[config.mk]
export PLATFORM = sky130hd
export DESIGN_NAME = tdpc_rem_unit
export DESIGN_NICKNAME = d
export VERILOG_FILES = /design/src/hdl/tdpc_pkg.sv /design/src/hdl/tdpc_rem_unit.sv
export SDC_FILE = /design/constraint.sdc
export NUM_CORES = 1
export LEC_CHECK = 0
export BUFFER_PORTS_ARGS = -buffer_cell sky130_fd_sc_hd__buf_2
export CAP_MARGIN = 25
export CORE_MARGIN = 5
export CORE_UTILIZATION = 54
export CTS_CLUSTER_SIZE = 10
export DETAILED_ROUTE_END_ITERATION = 8
export GPL_TIMING_DRIVEN = 0
export PLACE_DENSITY_LB_ADDON = 0.3
export SLEW_MARGIN = 10
export SYNTH_ARGS = -nofsm -noshare
export SYNTH_HDL_FRONTEND = slang
export SYNTH_SLANG_ARGS = --single-unit
[constraint.sdc]
create_clock -name clk -period 2.9 [get_ports clk]
set_clock_uncertainty 0.05 [all_clocks]
set_input_delay 0.58 -clock clk [delete_from_list [all_inputs] [get_ports clk]]
set_output_delay 0.58 -clock clk [all_outputs]
set_load 0.02 [all_outputs]
[src/hdl/tdpc_pkg.sv]
// shared types and constants for the trial division prime check block
package tdpc_pkg;

  // fixed field widths
  localparam int DATA_W         = 64;
  localparam int HALF_W         = DATA_W / 2;
  localparam int STORED_COUNT_W = 11;
  localparam int REM_CNT_W      = $clog2(DATA_W + 1);

  // function codes of an input word
  localparam logic FUNC_CHECK  = 1'b0;
  localparam logic FUNC_APPEND = 1'b1;

  // sequencer states
  typedef enum logic [2:0] {
    ST_IDLE,
    ST_FETCH,
    ST_LOAD,
    ST_CMP,
    ST_DIV,
    ST_DONE
  } tdpc_state_t;

  // status of the remainder unit
  typedef struct packed {
    logic done;
    logic rem_zero;
  } tdpc_rem_stat_t;

endpackage

[src/hdl/tdpc_rem_unit.sv]
// iterative restoring remainder unit, one quotient bit per cycle
module tdpc_rem_unit (
  input  logic                        clk,
  input  logic                        rst_n,
  input  logic                        start,
  input  logic [tdpc_pkg::DATA_W-1:0] dividend,
  input  logic [tdpc_pkg::DATA_W-1:0] divisor,
  output tdpc_pkg::tdpc_rem_stat_t    stat
);
  import tdpc_pkg::*;

  logic [DATA_W-1:0]    n_r, n_nxt;
  logic [DATA_W-1:0]    d_r, d_nxt;
  logic [DATA_W-1:0]    r_r, r_nxt;
  logic [REM_CNT_W-1:0] cnt_r, cnt_nxt;
  logic                 busy_r, busy_nxt;
  logic                 done_r, done_nxt;
  logic [DATA_W:0]      trial;
  logic [DATA_W+1:0]    diff;

  // one shift and trial subtract per cycle
  always_comb begin
    trial    = {r_r, n_r[DATA_W-1]};
    diff     = {1'b0, trial} - {2'b00, d_r};
    n_nxt    = n_r;
    d_nxt    = d_r;
    r_nxt    = r_r;
    cnt_nxt  = cnt_r;
    busy_nxt = busy_r;
    done_nxt = 1'b0;
    if (start) begin
      n_nxt    = dividend;
      d_nxt    = divisor;
      r_nxt    = '0;
      cnt_nxt  = REM_CNT_W'(DATA_W);
      busy_nxt = 1'b1;
    end else if (busy_r) begin
      n_nxt   = {n_r[DATA_W-2:0], 1'b0};
      // no borrow means trial >= divisor
      r_nxt   = diff[DATA_W+1] ? trial[DATA_W-1:0] : diff[DATA_W-1:0];
      cnt_nxt = cnt_r - 1'b1;
      if (cnt_r == REM_CNT_W'(1)) begin
        busy_nxt = 1'b0;
        done_nxt = 1'b1;
      end
    end
  end

  // control state
  always_ff @(posedge clk) begin
    if (!rst_n) begin
      busy_r <= 1'b0;
      done_r <= 1'b0;
      cnt_r  <= '0;
    end else begin
      busy_r <= busy_nxt;
      done_r <= done_nxt;
      cnt_r  <= cnt_nxt;
    end
  end

  // datapath
  always_ff @(posedge clk) begin
    n_r <= n_nxt;
    d_r <= d_nxt;
    r_r <= r_nxt;
  end

  assign stat.done     = done_r;
  assign stat.rem_zero = (r_r == '0);

  // a new division never starts over a running one
  a_no_restart: assert property (@(posedge clk) disable iff (!rst_n)
    start |-> !busy_r)
    else $error("remainder unit restarted while busy");

  // done follows the last iteration
  a_done_after_busy: assert property (@(posedge clk) disable iff (!rst_n)
    done_r |-> $past(busy_r) && !busy_r)
    else $error("remainder done without a running division");

  // iteration count stays live while running
  a_cnt_live: assert property (@(posedge clk) disable iff (!rst_n)
    busy_r |-> cnt_r != '0)
    else $error("remainder unit running with no iterations left");

endmodule

# Yosys cells after proc, flatten, opt, wreduce, memory -nomap -nowiden
# Cells that the tools add are included.
# W data, S select, Z words.
# totals
register_bits	201
out_inout_bits	2
elab_cells	25
# classes
bitwise	2
n_reduce_logical	4
eq_ne	1
n_addsub	2
mux	9
# ops
cell	n
$mux W64	3
$sub A65 B64 Y66	1
$logic_not A64 Y1	1
$mux W7	2
$eq A7 B1 Y1 const B	1
$sub A7 B1 Y7 const B	1
$mux W1	4
$reduce_or A3 Y1	1
$not A1 Y1	2
$reduce_bool A2 Y1	1
$reduce_or A2 Y1	1

# Logic depth before layout (Yosys ltp)
# logic_depth
ltp_word	4
ltp_mapped	16
ltp_nobuf	14

# Least setup slack after synthesis
# OpenSTA, ideal clock, no wires.
# synth_path
path_kind	register to register
start	register n_r[63]
end	register r_r[60]
path_stages_with_launch	15
path_slack_ns	-0.215
t_arrival_ns	2.922
synth_period_minus_slack_ns	3.115
cell_sequence	edfxtp_1 inv_1 ha_1 fa_1 nor2b_1 o211ai_1 a211oi_1 nor3_1 a2111oi_1 o21ai_0 nand2_1 a21oi_1 o41ai_2 mux2i_1 a311oi_1
# synth_between
elab_chain_len	2
# synth_rtl
item	line_no	source
from (decl)	tdpc_rem_unit.sv:12	logic [DATA_W-1:0] n_r, n_nxt;
from (signal assigned)	tdpc_rem_unit.sv:64	n_r <= n_nxt;
$sub A65 B64 Y66	tdpc_rem_unit.sv:24	diff = {1'b0, trial} - {2'b00, d_r};
$mux W64	tdpc_rem_unit.sv:40	r_nxt = diff[DATA_W+1] ? trial[DATA_W-1:0] : diff[DATA_W-1:0];
to (signal assigned)	tdpc_rem_unit.sv:66	r_r <= r_nxt;
to (decl)	tdpc_rem_unit.sv:14	logic [DATA_W-1:0] r_r, r_nxt;
# No other way between the ends.
# A chain may end at the register's enable or synchronous reset.

# Worst setup path after layout
# Ends and elaborated chain as after synthesis.

==> impl_metrics.ini <==
[outcome]
run_status = complete, but fails checks
violations = negative setup slack

[power_and_ir_drop]
powerDensity_mw_per_mm2 = 605.7
max-vdd-ir-drop_mv = 0.4747
power.total_mw = 9.405
switching_share = 0.3211
intPower_mw = 6.386
p_leak_nw = 6.338
switchingPower_mw = 3.020
pwr-share-seq = 0.377
power_frac_clock = 0.306
p_comb_frac = 0.316

[synthesis]
synth_fp_nets = 1430
synth_edf_count = 128
synth_flop_cell = edfxtp_1
synthesis.area_mm2 = 0.01204
async_flop_share = 0
synth_top_cell_by_area = edfxtp_1
synth.distinct_cells = 78
synth_commonest_cells = 156 x nand2_1, 128 x edfxtp_1, 95 x nor2_1
synth_top_area_frac = 0.3193
netlist_instances = 1232
avgSynthCellArea_um2 = 9.772
seq_area_frac_synth = 0.4407
synth.most_common_cell = nand2_1
ys_ff_latch = 201
synth_warnings = 0
synth.area.top_cells = edfxtp_1 32%, dfxtp_1 12%, ha_1 6.9%

[timing]
finalSetupViolCount = 65
timing.final.crit_period_ns = 3.427
slew_violations = 0
worst_pin_slew_ns = 0.8485
grt_setup_unrepaired = yes
hold_viol_final = 0
fmax_mhz = 291.8
fin_ws_ns = -0.5274
max_slew_margin = 0.4343
finalCritPeriodShare = 1.182

[floorplan]
die_width_um = 159.3
die_h_um = 159.3
initial_utilization = 0.5500
fp.coreArea_mm2 = 0.02189
ioPinCount = 133
row_count = 54
die_area_mm2 = 0.02538

[worst_setup_path]
critPathLaunchType = flop
crit_required_ns = 3.23
crit_type = reg2reg
crit_path_end_kind = flop
crit_arrival_ns = 3.76
crit_fanout = 2

[routing]
firstDrtPassIters = 8
vias = 10740
ant_nets = 0
drcViolationCount = 0
wire_per_inst_um = 19.36
via_per_inst = 6.106
drt-initial-drc-count = 1025
wl_um = 34060

[finish]
multi_input_area_mm2 = 0.006872
fin_cells = 1759
fin_nets = 1659
synthToLayoutAreaGrowth_pct = 28.99
drive_gt1_frac = 0.3381
diodes = 0
filler_cell_count = 1585
ff_latch_area_mm2 = 0.005324

[cts]
cts_tree = done
cts_root_buf = clkbuf_16
cts_hold_buf = 0
clk_latency_ns = 0.54
cts.sinks = 201
cts_made_buffers = 25
path_clk_slew_ns = 0.06
cts.htree.levels = 1
clockBufferDepth = 3

[grt]
grt_first_pass_wirelength_um = 53450
grt_max_degree = 66
antenna_found_initial = 2
first_global_vias = 10600
grt_overflow = 0
grt.total_usage = 0.2492

[placed_design]
dp_cells = 1645
numPortBuffers = 132
place_ws_ns = -0.9470
place_hpwl_um = 22630
place_congestion = 0.9799

[flow_run]
drv_cap = 0

[worst_hold_path]
hold_class = in2reg
metal layers:
| metal | vias to the layer above | routed length, um | part of all wire | global-route usage |
|---|---|---|---|---|
| met2 | 617 | 15890 | 0.47 | 0.4069 |
| met1 | 5036 | 13200 | 0.39 | 0.3165 |
| li1 | 4951 | - | - | - |
| met4 | 4 | 1401 | 0.041 | 0.09035 |
| met3 | 133 | 3533 | 0.10 | 0.07171 |
| met5 | - | 27 | 0.00079 | 0 |
final timing paths:
check	from	to	slack, ns	cells past startpoint
worst min-delay path	divisor[50]	d_r[50]	0.16	1
worst max-delay path	n_r[63]	r_r[60]	-0.53	15
worst max register to register	n_r[63]	r_r[60]	-0.53	15
worst min register to register	cnt_r[5]	cnt_r[5]	0.46	2
placed cells by master (no fill, tap or decap), drive strengths merged, types with 10 or more instances in the layout:
cell / instances
nand4: 32
a211oi: 10
xor2: 22
xnor2: 40
inv: 89
a311oi: 49
buf: 219
nor3: 16
edfxtp: 128
dfxtp: 73
o21a: 12
and3: 11
o21bai: 16
a21oi: 94
nor2: 95
mux2: 64
o21ai: 50
nor4: 19
nand2: 158
ha: 66
a21o: 25
clkbuf: 90
logic make-up (layout without fill, tap and decap cells):
| family | after synthesis | count (layout) | synth area share |
|---|---|---|---|
| AO/OA/AOI/OAI | 295 | 295 | 0.1690 |
| buffers and inverters | 154 | 401 | 0.06246 |
| adder cells (fa/ha/maj) | 67 | 67 | 0.07026 |
| XOR/XNOR | 62 | 62 | 0.04510 |
| AND/OR/NAND/NOR | 382 | 382 | 0.1469 |
| flip-flops | 201 | 201 | 0.4407 |
| multiplexers | 71 | 71 | 0.06568 |
critical path, stage by stage (launching register included):
cell,delay [ns]
edfxtp_1,0.36
inv_1,0.05
ha_2,0.19
fa_2,0.37
nor2b_4,0.13
o211ai_1,0.16
a211oi_2,0.34
nor3_2,0.11
a2111oi_2,0.39
buf_4,0.20
o21ai_2,0.07
nand2_2,0.11
a21oi_2,0.09
o41ai_2,0.28
mux2i_1,0.25
a311oi_1,0.11
state kept, by name (all words and copies together) (netlist names):
signal	count
busy_r	1
cnt_r	7
n_r	64
done_r	1
r_r	64
d_r	64
cell type report:
cell class	count	area share
timing repair buffer	207	0.08823
clock buffer	42	0.04569
tap	280	0.02256
clock inverter	3	0.002175
multi-input combinational	877	0.4425
buffer	62	0.03497
sequential	201	0.3428
inverter	87	0.02103
stage by stage:
step | hold WS [ns] | util | instance area, um2 | setup TNS (ns)
finish | 0.1587 | 0.7094 | 15530 | -16.66
global placement | 0.4243 | 0.6005 | 13150 | -152.68
detailed placement | 0.4430 | 0.6020 | 13180 | -58.83
global route | 0.1553 | 0.7094 | 15530 | -22.65
CTS | 0.1474 | 0.6876 | 15050 | -15.07
floorplan | 0.4109 | - | 12140 | -0.1203
repair_timing:
| action | CTS | global route |
|---|---|---|
| cloned | 5 | 0 |
| resized for setup | 160 | 73 |
| buffers inserted | 53 | 17 |
| pin swaps | 80 | 65 |
| setup endpoints to repair | 65 | 64 |
power groups by stage:
stage	clock network [mW]	registers, mW	logic (mW)
6_report	2.88	3.55	2.98
5_1_grt	3.05	3.57	3.19
4_1_cts	2.92	3.54	2.70
3_5_place_dp	0	3.58	2.20
3_3_place_gp	0	3.57	2.15
2_1_floorplan	0	3.50	1.66
(Power assumes the default switching activity.)
